<file path="src/rtl/core/bcl_pkg.sv">
package bcl_pkg;

  localparam int unsigned QDEPTH = 4;

  localparam logic [31:0] MIN_TICKS_RST = 32'd600;
  localparam logic [31:0] MAX_TICKS_RST = 32'd172800;
  localparam logic [31:0] HOLDOFF_RST   = 32'd86400;

  localparam logic [38:0] PCT_SCALE = 39'd100;
  localparam logic [38:0] PCT_LO    = 39'd80;
  localparam logic [38:0] PCT_HI    = 39'd120;

  localparam logic [9:0] LOW_SOC_LIMIT = 10'd100;
  localparam logic [9:0] FULL_SOC      = 10'd1000;

  localparam logic [1:0] REG_ENABLE  = 2'd0;
  localparam logic [1:0] REG_MIN     = 2'd1;
  localparam logic [1:0] REG_MAX     = 2'd2;
  localparam logic [1:0] REG_HOLDOFF = 2'd3;

  typedef enum logic [1:0] {
    OUT_NONE   = 2'd0,
    OUT_OPP    = 2'd1,
    OUT_TOTAL  = 2'd2,
    OUT_REJECT = 2'd3
  } outcome_e;

  typedef struct packed {
    logic        source;
    outcome_e    outcome;
    logic [31:0] meas;
    logic [31:0] ref_cap;
    logic [9:0]  soc;
  } res_t;

  typedef struct packed {
    logic dual;
    res_t r0;
    res_t r1;
  } entry_t;

  function automatic logic within_pct(input logic [31:0] ref_cap, input logic [31:0] cap);
    logic [38:0] v;
    logic [38:0] lo;
    logic [38:0] hi;
    v  = 39'(cap) * PCT_SCALE;
    lo = 39'(ref_cap) * PCT_LO;
    hi = 39'(ref_cap) * PCT_HI;
    return (v >= lo) && (v <= hi);
  endfunction

endpackage

</file>
<file path="src/rtl/core/bcl_front.sv">
module bcl_front (
  input  logic            clk_i,
  input  logic            rst_ni,
  input  logic            valid_i,
  output logic            ready_o,
  input  logic            need_comp_i,
  input  logic [31:0]     now_seconds_i,
  input  logic [31:0]     hist_charge_i,
  input  logic [31:0]     hist_discharge_i,
  input  logic [31:0]     present_total_i,
  input  logic            discharging_i,
  input  logic            at_full_i,
  input  logic            under_voltage_i,
  input  logic [9:0]      real_soc_i,
  input  logic [9:0]      display_soc_i,
  input  logic            check_enable_i,
  input  logic [31:0]     min_cycle_ticks_i,
  input  logic [31:0]     max_cycle_ticks_i,
  input  logic [31:0]     holdoff_seconds_i,
  input  logic            q_full_i,
  output logic            push_o,
  output bcl_pkg::entry_t entry_o
);

  logic        high_valid_q, high_valid_d, low_valid_q, low_valid_d;
  logic [31:0] high_charge_q, high_charge_d, high_dis_q, high_dis_d;
  logic [31:0] high_meas_q, high_meas_d, high_timer_q, high_timer_d;
  logic [31:0] low_charge_q, low_charge_d, low_dis_q, low_dis_d;
  logic [31:0] low_meas_q, low_meas_d, low_timer_q, low_timer_d;
  logic [31:0] hold_start_q, hold_start_d;
  logic        clear_done_q, clear_done_d, full_armed_q, full_armed_d;
  logic        empty_armed_q, empty_armed_d;

  logic        accept, in_hold, cnt_reset, active, rec_h, e0, e1, uv_low;
  logic [31:0] ht, lt, gain, loss, opp, tmr, calc, stored;
  logic        measurable;
  bcl_pkg::outcome_e outc;
  bcl_pkg::res_t     ev_res, none_res;

  assign ready_o = !q_full_i;
  assign accept  = valid_i && ready_o;
  assign in_hold = (now_seconds_i - hold_start_q) < holdoff_seconds_i;
  assign cnt_reset = (high_valid_q && (high_charge_q > hist_charge_i ||
                                       high_dis_q > hist_discharge_i)) ||
                     (low_valid_q && (low_charge_q > hist_charge_i ||
                                      low_dis_q > hist_discharge_i));
  assign active = accept && !need_comp_i && !in_hold && check_enable_i && !cnt_reset;
  assign rec_h  = at_full_i && full_armed_q;
  assign e0     = active && rec_h && low_valid_q;
  assign uv_low = under_voltage_i && (real_soc_i < bcl_pkg::LOW_SOC_LIMIT);
  assign e1     = active && discharging_i && uv_low && empty_armed_q &&
                  (rec_h || high_valid_q);
  assign ht     = high_timer_q + 32'd1;
  assign lt     = (e0 ? 32'd0 : low_timer_q) + 32'd1;

  // one real evaluation per tick; a high point taken this tick leaves no gain
  assign gain = e0 ? hist_charge_i - low_charge_q : hist_discharge_i - high_dis_q;
  assign loss = e0 ? hist_discharge_i - low_dis_q : hist_charge_i - high_charge_q;
  assign opp  = e0 ? low_meas_q : high_meas_q;
  assign tmr  = e0 ? ht : lt;
  assign calc = gain - loss;
  assign measurable = (e0 || !rec_h) && tmr >= min_cycle_ticks_i &&
                      tmr <= max_cycle_ticks_i && gain > loss;

  always_comb begin
    if (!measurable) begin
      outc = bcl_pkg::OUT_NONE;
    end else if (bcl_pkg::within_pct(opp, calc)) begin
      outc = bcl_pkg::OUT_OPP;
    end else if (bcl_pkg::within_pct(present_total_i, calc)) begin
      outc = bcl_pkg::OUT_TOTAL;
    end else begin
      outc = bcl_pkg::OUT_REJECT;
    end
  end

  assign stored = (outc == bcl_pkg::OUT_OPP || outc == bcl_pkg::OUT_TOTAL) ? calc : 32'd0;

  always_comb begin
    ev_res.source  = !e0;
    ev_res.outcome = outc;
    ev_res.meas    = measurable ? calc : 32'd0;
    ev_res.ref_cap = (outc == bcl_pkg::OUT_OPP) ? opp : present_total_i;
    ev_res.soc     = e0 ? bcl_pkg::FULL_SOC : display_soc_i;
    none_res.source  = 1'b1;
    none_res.outcome = bcl_pkg::OUT_NONE;
    none_res.meas    = 32'd0;
    none_res.ref_cap = 32'd0;
    none_res.soc     = 10'd0;
  end

  assign push_o        = e0 || e1;
  assign entry_o.dual  = e0 && e1;
  assign entry_o.r0    = ev_res;
  assign entry_o.r1    = none_res;

  always_comb begin
    high_valid_d  = high_valid_q;
    high_charge_d = high_charge_q;
    high_dis_d    = high_dis_q;
    high_meas_d   = high_meas_q;
    high_timer_d  = high_timer_q;
    low_valid_d   = low_valid_q;
    low_charge_d  = low_charge_q;
    low_dis_d     = low_dis_q;
    low_meas_d    = low_meas_q;
    low_timer_d   = low_timer_q;
    hold_start_d  = hold_start_q;
    clear_done_d  = clear_done_q;
    full_armed_d  = full_armed_q;
    empty_armed_d = empty_armed_q;
    if (accept) begin
      if (need_comp_i || in_hold || ((!check_enable_i || cnt_reset) && !clear_done_q)) begin
        high_valid_d  = 1'b0;
        high_charge_d = 32'd0;
        high_dis_d    = 32'd0;
        high_meas_d   = 32'd0;
        high_timer_d  = 32'd0;
        low_valid_d   = 1'b0;
        low_charge_d  = 32'd0;
        low_dis_d     = 32'd0;
        low_meas_d    = 32'd0;
        low_timer_d   = 32'd0;
      end
      if (need_comp_i) begin
        hold_start_d = now_seconds_i;
      end else if (!in_hold && (!check_enable_i || cnt_reset)) begin
        clear_done_d = 1'b1;
      end
      if (active) begin
        clear_done_d = 1'b0;
        high_timer_d = ht;
        full_armed_d = !at_full_i;
        if (rec_h) begin
          high_charge_d = hist_charge_i;
          high_dis_d    = hist_discharge_i;
          high_valid_d  = 1'b1;
        end
        if (e0) begin
          high_meas_d = stored;
          low_valid_d = 1'b0;
          low_timer_d = 32'd0;
        end
        if (discharging_i) begin
          low_timer_d = lt;
          if (uv_low) begin
            low_charge_d  = hist_charge_i;
            low_dis_d     = hist_discharge_i;
            low_valid_d   = 1'b1;
            empty_armed_d = 1'b0;
            if (e1) begin
              low_meas_d   = e0 ? 32'd0 : stored;
              high_valid_d = 1'b0;
              high_timer_d = 32'd0;
            end
          end else begin
            empty_armed_d = 1'b1;
          end
        end
      end
    end
  end

  always_ff @(posedge clk_i or negedge rst_ni) begin
    if (!rst_ni) begin
      high_valid_q  <= 1'b0;
      high_charge_q <= 32'd0;
      high_dis_q    <= 32'd0;
      high_meas_q   <= 32'd0;
      high_timer_q  <= 32'd0;
      low_valid_q   <= 1'b0;
      low_charge_q  <= 32'd0;
      low_dis_q     <= 32'd0;
      low_meas_q    <= 32'd0;
      low_timer_q   <= 32'd0;
      hold_start_q  <= 32'd0;
      clear_done_q  <= 1'b0;
      full_armed_q  <= 1'b1;
      empty_armed_q <= 1'b1;
    end else begin
      high_valid_q  <= high_valid_d;
      high_charge_q <= high_charge_d;
      high_dis_q    <= high_dis_d;
      high_meas_q   <= high_meas_d;
      high_timer_q  <= high_timer_d;
      low_valid_q   <= low_valid_d;
      low_charge_q  <= low_charge_d;
      low_dis_q     <= low_dis_d;
      low_meas_q    <= low_meas_d;
      low_timer_q   <= low_timer_d;
      hold_start_q  <= hold_start_d;
      clear_done_q  <= clear_done_d;
      full_armed_q  <= full_armed_d;
      empty_armed_q <= empty_armed_d;
    end
  end

endmodule

</file>
<file path="src/rtl/core/bcl_queue.sv">
module bcl_queue #(
  parameter int unsigned Depth = bcl_pkg::QDEPTH
) (
  input  logic            clk_i,
  input  logic            rst_ni,
  input  logic            push_i,
  input  bcl_pkg::entry_t entry_i,
  output logic            full_o,
  input  logic            pop_i,
  output logic            head_valid_o,
  output bcl_pkg::entry_t head_o
);

  localparam int unsigned PtrW = (Depth > 1) ? $clog2(Depth) : 1;
  localparam int unsigned CntW = $clog2(Depth + 1);

  bcl_pkg::entry_t mem_q [Depth];
  logic [PtrW-1:0] wr_q, wr_d, rd_q, rd_d;
  logic [CntW-1:0] cnt_q, cnt_d;
  logic            do_push, do_pop;

  assign full_o       = (cnt_q == CntW'(Depth));
  assign head_valid_o = (cnt_q != '0);
  assign head_o       = mem_q[rd_q];
  assign do_push      = push_i && !full_o;
  assign do_pop       = pop_i && head_valid_o;

  always_comb begin
    wr_d  = wr_q;
    rd_d  = rd_q;
    cnt_d = cnt_q;
    if (do_push) begin
      wr_d = (wr_q == PtrW'(Depth - 1)) ? '0 : wr_q + PtrW'(1);
    end
    if (do_pop) begin
      rd_d = (rd_q == PtrW'(Depth - 1)) ? '0 : rd_q + PtrW'(1);
    end
    if (do_push && !do_pop) begin
      cnt_d = cnt_q + CntW'(1);
    end else if (!do_push && do_pop) begin
      cnt_d = cnt_q - CntW'(1);
    end
  end

  always_ff @(posedge clk_i) begin
    if (do_push) begin
      mem_q[wr_q] <= entry_i;
    end
  end

  always_ff @(posedge clk_i or negedge rst_ni) begin
    if (!rst_ni) begin
      wr_q  <= '0;
      rd_q  <= '0;
      cnt_q <= '0;
    end else begin
      wr_q  <= wr_d;
      rd_q  <= rd_d;
      cnt_q <= cnt_d;
    end
  end

endmodule

</file>
<file path="src/rtl/core/bcl_back.sv">
module bcl_back (
  input  logic              clk_i,
  input  logic              rst_ni,
  input  logic              head_valid_i,
  input  bcl_pkg::entry_t   head_i,
  output logic              pop_o,
  output logic              valid_o,
  input  logic              ready_i,
  output logic              source_o,
  output bcl_pkg::outcome_e outcome_o,
  output logic [31:0]       measured_cap_o,
  output logic [31:0]       new_total_o,
  output logic [9:0]        soc_o,
  output logic              drop_fault_o,
  output logic              last_o
);

  logic          valid_q, valid_d, sel_q, sel_d, fault_q, fault_d, load, is_last, corr;
  bcl_pkg::res_t cur;
  logic [32:0]   sum;

  logic              source_q, last_q;
  bcl_pkg::outcome_e outcome_q;
  logic [31:0]       meas_q, newt_q;
  logic [9:0]        soc_q;

  assign load    = head_valid_i && (!valid_q || ready_i);
  assign is_last = !(head_i.dual && !sel_q);
  assign cur     = sel_q ? head_i.r1 : head_i.r0;
  assign pop_o   = load && is_last;
  assign corr    = (cur.outcome == bcl_pkg::OUT_OPP) || (cur.outcome == bcl_pkg::OUT_TOTAL);
  assign sum     = 33'(cur.meas) + 33'(cur.ref_cap);

  always_comb begin
    sel_d   = load ? !is_last : sel_q;
    valid_d = load ? 1'b1 : (ready_i ? 1'b0 : valid_q);
    fault_d = fault_q;
    if (load) begin
      if (cur.outcome == bcl_pkg::OUT_REJECT) begin
        fault_d = 1'b1;
      end else if (corr) begin
        fault_d = 1'b0;
      end
    end
  end

  always_ff @(posedge clk_i or negedge rst_ni) begin
    if (!rst_ni) begin
      valid_q <= 1'b0;
      sel_q   <= 1'b0;
      fault_q <= 1'b0;
    end else begin
      valid_q <= valid_d;
      sel_q   <= sel_d;
      fault_q <= fault_d;
    end
  end

  always_ff @(posedge clk_i) begin
    if (load) begin
      source_q  <= cur.source;
      outcome_q <= cur.outcome;
      meas_q    <= cur.meas;
      newt_q    <= corr ? sum[32:1] : 32'd0;
      soc_q     <= corr ? cur.soc : 10'd0;
      last_q    <= is_last;
    end
  end

  assign valid_o        = valid_q;
  assign source_o       = source_q;
  assign outcome_o      = outcome_q;
  assign measured_cap_o = meas_q;
  assign new_total_o    = newt_q;
  assign soc_o          = soc_q;
  assign drop_fault_o   = fault_q;
  assign last_o         = last_q;

endmodule

</file>
<file path="src/rtl/core/battery_capacity_learning.sv">
// Learns the pack's full capacity from pairs of full-charge and undervoltage checkpoints,
// one input request per one-second tick. A tick is taken every clock cycle while the
// result queue (QDepth entries) has room; the results of a tick pass through the result
// queue and the registered output stage before they reach the output, and a tick with two
// results sends two output transfers, tlast on the second. Registers at byte addresses 0x0
// enable, 0x4 min ticks, 0x8 max ticks, 0xC hold-off seconds; write them only while idle.
module battery_capacity_learning #(
  parameter int unsigned QDepth = bcl_pkg::QDEPTH
) (
  input  logic         clk_i,
  input  logic         rst_ni,
  input  logic         psel,
  input  logic         penable,
  input  logic         pwrite,
  input  logic [3:0]   paddr,
  input  logic [31:0]  pwdata,
  output logic [31:0]  prdata,
  output logic         pready,
  input  logic         s_axis_tvalid,
  output logic         s_axis_tready,
  // need_comp, now_seconds, hist_charge, hist_discharge, present_total,
  // discharging, at_full, under_voltage, real_soc, display_soc
  input  logic [151:0] s_axis_tdata,
  output logic         m_axis_tvalid,
  input  logic         m_axis_tready,
  // outcome, measured_cap, new_total, soc_for_remaining, drop_fault, zero pad
  output logic [79:0]  m_axis_tdata,
  // source
  output logic [0:0]   m_axis_tuser,
  output logic         m_axis_tlast
);

  logic        check_enable_q;
  logic [31:0] min_ticks_q, max_ticks_q, holdoff_q;
  logic        cfg_wr;

  assign pready = 1'b1;
  assign cfg_wr = psel && penable && pwrite && pready;

  always_ff @(posedge clk_i or negedge rst_ni) begin
    if (!rst_ni) begin
      check_enable_q <= 1'b1;
      min_ticks_q    <= bcl_pkg::MIN_TICKS_RST;
      max_ticks_q    <= bcl_pkg::MAX_TICKS_RST;
      holdoff_q      <= bcl_pkg::HOLDOFF_RST;
    end else if (cfg_wr) begin
      case (paddr[3:2])
        bcl_pkg::REG_ENABLE:  check_enable_q <= pwdata[0];
        bcl_pkg::REG_MIN:     min_ticks_q    <= pwdata;
        bcl_pkg::REG_MAX:     max_ticks_q    <= pwdata;
        bcl_pkg::REG_HOLDOFF: holdoff_q      <= pwdata;
        default: ;
      endcase
    end
  end

  always_comb begin
    case (paddr[3:2])
      bcl_pkg::REG_ENABLE:  prdata = {31'd0, check_enable_q};
      bcl_pkg::REG_MIN:     prdata = min_ticks_q;
      bcl_pkg::REG_MAX:     prdata = max_ticks_q;
      bcl_pkg::REG_HOLDOFF: prdata = holdoff_q;
      default:              prdata = 32'd0;
    endcase
  end

  logic              q_full, push, pop, head_valid;
  bcl_pkg::entry_t   entry, head;
  bcl_pkg::outcome_e outcome;
  logic [31:0]       measured_cap, new_total;
  logic [9:0]        soc_out;
  logic              drop_fault, source;

  bcl_front u_front (
    .clk_i             (clk_i),
    .rst_ni            (rst_ni),
    .valid_i           (s_axis_tvalid),
    .ready_o           (s_axis_tready),
    .need_comp_i       (s_axis_tdata[0]),
    .now_seconds_i     (s_axis_tdata[32:1]),
    .hist_charge_i     (s_axis_tdata[64:33]),
    .hist_discharge_i  (s_axis_tdata[96:65]),
    .present_total_i   (s_axis_tdata[128:97]),
    .discharging_i     (s_axis_tdata[129]),
    .at_full_i         (s_axis_tdata[130]),
    .under_voltage_i   (s_axis_tdata[131]),
    .real_soc_i        (s_axis_tdata[141:132]),
    .display_soc_i     (s_axis_tdata[151:142]),
    .check_enable_i    (check_enable_q),
    .min_cycle_ticks_i (min_ticks_q),
    .max_cycle_ticks_i (max_ticks_q),
    .holdoff_seconds_i (holdoff_q),
    .q_full_i          (q_full),
    .push_o            (push),
    .entry_o           (entry)
  );

  bcl_queue #(.Depth(QDepth)) u_queue (
    .clk_i        (clk_i),
    .rst_ni       (rst_ni),
    .push_i       (push),
    .entry_i      (entry),
    .full_o       (q_full),
    .pop_i        (pop),
    .head_valid_o (head_valid),
    .head_o       (head)
  );

  bcl_back u_back (
    .clk_i          (clk_i),
    .rst_ni         (rst_ni),
    .head_valid_i   (head_valid),
    .head_i         (head),
    .pop_o          (pop),
    .valid_o        (m_axis_tvalid),
    .ready_i        (m_axis_tready),
    .source_o       (source),
    .outcome_o      (outcome),
    .measured_cap_o (measured_cap),
    .new_total_o    (new_total),
    .soc_o          (soc_out),
    .drop_fault_o   (drop_fault),
    .last_o         (m_axis_tlast)
  );

  assign m_axis_tuser = source;
  assign m_axis_tdata = {3'd0, drop_fault, soc_out, new_total, measured_cap, outcome};

  a_no_overflow: assert property (@(posedge clk_i) disable iff (!rst_ni)
    push |-> !q_full) else $error("result queue overflow");

  a_reject_sets_fault: assert property (@(posedge clk_i) disable iff (!rst_ni)
    (m_axis_tvalid && outcome == bcl_pkg::OUT_REJECT) |-> drop_fault)
    else $error("rejected measurement without drop fault");

  a_none_no_total: assert property (@(posedge clk_i) disable iff (!rst_ni)
    (m_axis_tvalid && outcome == bcl_pkg::OUT_NONE) |-> (new_total == 32'd0 &&
                                                         measured_cap == 32'd0))
    else $error("unmeasurable result carries a figure");

endmodule
</file>
<file path="config.mk">
export PLATFORM = sky130hd
export DESIGN_NAME = battery_capacity_learning
export DESIGN_NICKNAME = d
export VERILOG_FILES = /design/src/rtl/core/bcl_pkg.sv /design/src/rtl/core/bcl_front.sv /design/src/rtl/core/bcl_queue.sv /design/src/rtl/core/bcl_back.sv /design/src/rtl/core/battery_capacity_learning.sv
export SDC_FILE = /design/constraint.sdc
export NUM_CORES = 2
export LEC_CHECK = 0
export ABC_CLOCK_PERIOD_IN_PS = 42800
export BUFFER_PORTS_ARGS = -buffer_cell sky130_fd_sc_hd__buf_2
export CAP_MARGIN = 20
export CORE_ASPECT_RATIO = 1.2
export CORE_UTILIZATION = 50
export DETAILED_ROUTE_END_ITERATION = 10
export GPL_ROUTABILITY_DRIVEN = 1
export GPL_TIMING_DRIVEN = 0
export PLACE_DENSITY = 0.67
export REMOVE_ABC_BUFFERS = 1
export SYNTH_ARGS = -nofsm -noshare
export SYNTH_HDL_FRONTEND = slang
export SYNTH_SLANG_ARGS = --single-unit
</file>
<file path="constraint.sdc">
create_clock -name clk_i -period 42.8 [get_ports clk_i]
set_clock_uncertainty 0.2 [all_clocks]
set_input_delay 4.28 -clock clk_i [delete_from_list [all_inputs] [get_ports clk_i]]
set_output_delay 4.28 -clock clk_i [all_outputs]
set_load 0.02 [all_outputs]
</file>
==> impl_metrics.json <==
{
  "status": "complete, no violations",
  "worst_pin_slew_ps": 1090,
  "antenna_found_initial": 28,
  "synthDistinctLibCells": 111,
  "clock_path_buffers": 3,
  "drv_slew": 0,
  "max_cap_viol_count": 0,
  "cts_made_buffers": 87,
  "ys_warn_count": 0,
  "clock_latency_ps": 720,
  "cts_max_level": 3,
  "grt_pass1_vias": 48500,
  "hold_start": "u_front.high_meas_q[30]",
  "gp_congestion": 0.930,
  "required_ps": 43020,
  "drive_above_1_share": 0.115,
  "grt_max_degree": 111,
  "rsz0062_at_grt": "no",
  "die_area_um2": 127000,
  "post-dp-hpwl_um": 121000,
  "holdPathEnd": "u_front.high_meas_q[30]",
  "synthCells": 6453,
  "port_buffers": 303,
  "cp.arrival_ps": 23320,
  "worstSetupPathType": "in2reg",
  "r2r_end": "u_queue.mem_q[0][21]",
  "path_clk_slew_ps": 60,
  "syn_avg_cell_area_um2": 9.70,
  "cts.root.buffer_cell": "clkbuf_16",
  "syn_area_um2": 62600,
  "synth_edf_count": 390,
  "grt_pass1_wl_um": 255000,
  "vias": 48200,
  "slowest_delay_ps": 790,
  "period_needed_ps": 23100,
  "worst_path_most_repeated_cell": "ha_1",
  "fin_tns_setup_ps": 0,
  "wl_per_cell_um": 18.8,
  "area_delta_synth_final_pct": 11.0,
  "worst-r2r-cell-count": 69,
  "slew_headroom": 0.274,
  "ys_seq_area_frac": 0.347,
  "worst_setup_path_start_kind": "input pin",
  "nets": 7809,
  "largest_register_ffs": 312,
  "final_util": 0.561,
  "io_pins": 312,
  "first_pass_iters": 6,
  "start_util": 0.506,
  "cp_max_fo": 106,
  "cpMaxStageDelayCell": "a31oi_1",
  "setup_viol": 0,
  "reg2reg_from": "u_front.hold_start_q[1]",
  "drcViolationCount": 0,
  "die_w_um": 325,
  "ys_ff_latch": 790,
  "cts_resized": 0,
  "hold_viol": 0,
  "clock_sinks": 790,
  "end_kind": "register",
  "async_reset_ff_frac": 0.506,
  "grt_usage": 0.251,
  "ys.flop_type": "edfxtp_1",
  "regMostFlops": "u_queue.mem_q",
  "min_path_cells": 2,
  "fmax_mhz": 43.3,
  "ff2ff_setup_slack_ps": 23040,
  "post-cts-setup-buffers": 0,
  "vias_per_cell": 5.71,
  "ctsHoldBuffers": 0,
  "drtAntennaViolNets": 0,
  "chipHeight_um": 390,
  "drt-total-wl_um": 158000,
  "post-route-period-util": 0.540,
  "overflow": 0,
  "drt_iter0_drc": 2893,
  "core-area_um2": 124000,
  "cts_tree": "done",
  "min_path_type": "reg2reg",
  "core.rowCount": 141
}
per-layer routing:
metal	track usage	wire [µm]	vias to the layer above
met5	0	106	-
met4	0.0898	4900	18
met3	0.0293	6560	280
met2	0.426	75900	1034
met1	0.329	70700	23300
li1	-	-	23500
logic make-up (layout without fill, tap and decap cells):
family | Yosys count | after routing | share of synthesized area
compound gates | 1646 | 1646 | 0.169
simple gates | 1816 | 1816 | 0.135
fa+ha+maj | 917 | 917 | 0.202
xor+xnor | 375 | 375 | 0.0527
buf+inv | 713 | 1030 | 0.0444
mux | 194 | 194 | 0.0481
other cells | 2 | 20 | 0.000120
flops | 790 | 790 | 0.347
cell type report:
type	count	area (µm²)
diodes	16	40.0
clock buffers	117	2470
clock inverters	44	554
fillers	10900	54200
inverters	524	1970
multi-input cells	4952	38200
flip-flops and latches	790	21700
well taps	1644	2060
repair buffers	345	2430
how the worst max path moves through the flow:
stage	startpoint	to	slack (ps)
2_1_floorplan	s_axis_tdata[1]	u_queue.mem_q[0][19]	19860
3_3_place_gp	s_axis_tdata[1]	u_queue.mem_q[0][37]	10460
3_5_place_dp	s_axis_tdata[1]	u_queue.mem_q[0][21]	19020
4_1_cts	s_axis_tdata[1]	u_queue.mem_q[1][21]	19710
5_1_grt	s_axis_tdata[2]	u_queue.mem_q[1][21]	18480
6_report	s_axis_tdata[1]	u_queue.mem_q[0][21]	19700
synthesized netlist by cell type (35+ instances only):
| library cell | count | area (µm²) |
|---|---|---|
| a21o_1 | 202 | 1520 |
| o21a_1 | 75 | 563 |
| mux4_2 | 75 | 1690 |
| o211ai_1 | 35 | 263 |
| clkbuf_1 | 133 | 499 |
| xor2_1 | 161 | 1410 |
| and3_1 | 80 | 500 |
| a21oi_1 | 390 | 1950 |
| xnor2_1 | 213 | 1870 |
| inv_1 | 522 | 1960 |
| nor2_1 | 318 | 1190 |
| edfxtp_1 | 390 | 11700 |
| o21ai_1 | 44 | 220 |
| o21bai_1 | 50 | 375 |
| and2_1 | 118 | 738 |
| a22o_1 | 40 | 350 |
| nor3_1 | 67 | 335 |
| mux2_2 | 87 | 980 |
| nand4_1 | 50 | 313 |
| nand2b_1 | 76 | 475 |
| ha_1 | 755 | 9450 |
| a211oi_1 | 37 | 278 |
| nand3_1 | 158 | 791 |
| a31oi_1 | 44 | 275 |
| o21ai_0 | 492 | 2460 |
| nor2b_1 | 64 | 400 |
| nand2_1 | 776 | 2910 |
| fa_1 | 159 | 3180 |
| dfrtp_1 | 383 | 9580 |
cells in the final DEF (no fill, tap or decap), drive strengths merged, types with 80 or more instances in the layout:
cell    netlist  routed
ha          755     755
and3         80      80
nand2       776     776
nor2        319     319
clkbuf      133     117
edfxtp      390     390
o21ai       538     538
dfrtp       383     383
nand3       159     159
xor2        161     161
xnor2       213     213
and2        120     120
a21oi       392     392
a21o        202     202
mux2        102     102
inv         523     527
fa          159     159
buf          56     345
worst max-delay path, delay by kind of cell:
family / cells / cell delay [ps]
compound gates: 30 / 7650
xor+xnor: 3 / 1260
fa+ha+maj: 11 / 3450
buf+inv: 11 / 1460
mux: 2 / 700
simple gates: 15 / 4200
through the flow:
step | instances | area [µm²] | hold slack, ps | setup WS [ps]
after floorplan | 6266 | 61800 | 250 | 19860
after CTS | 8415 | 69400 | 288 | 19710
final | 8432 | 69400 | 283 | 19700
after detailed placement | 8254 | 66400 | 275 | 19020
after global placement | 8213 | 65300 | 264 | 10460
after global routing | 8426 | 69400 | 309 | 18480
Power is left out: the tool's default activity adds up to more than one toggle a clock period on the data nets, which glitch-free logic cannot reach.
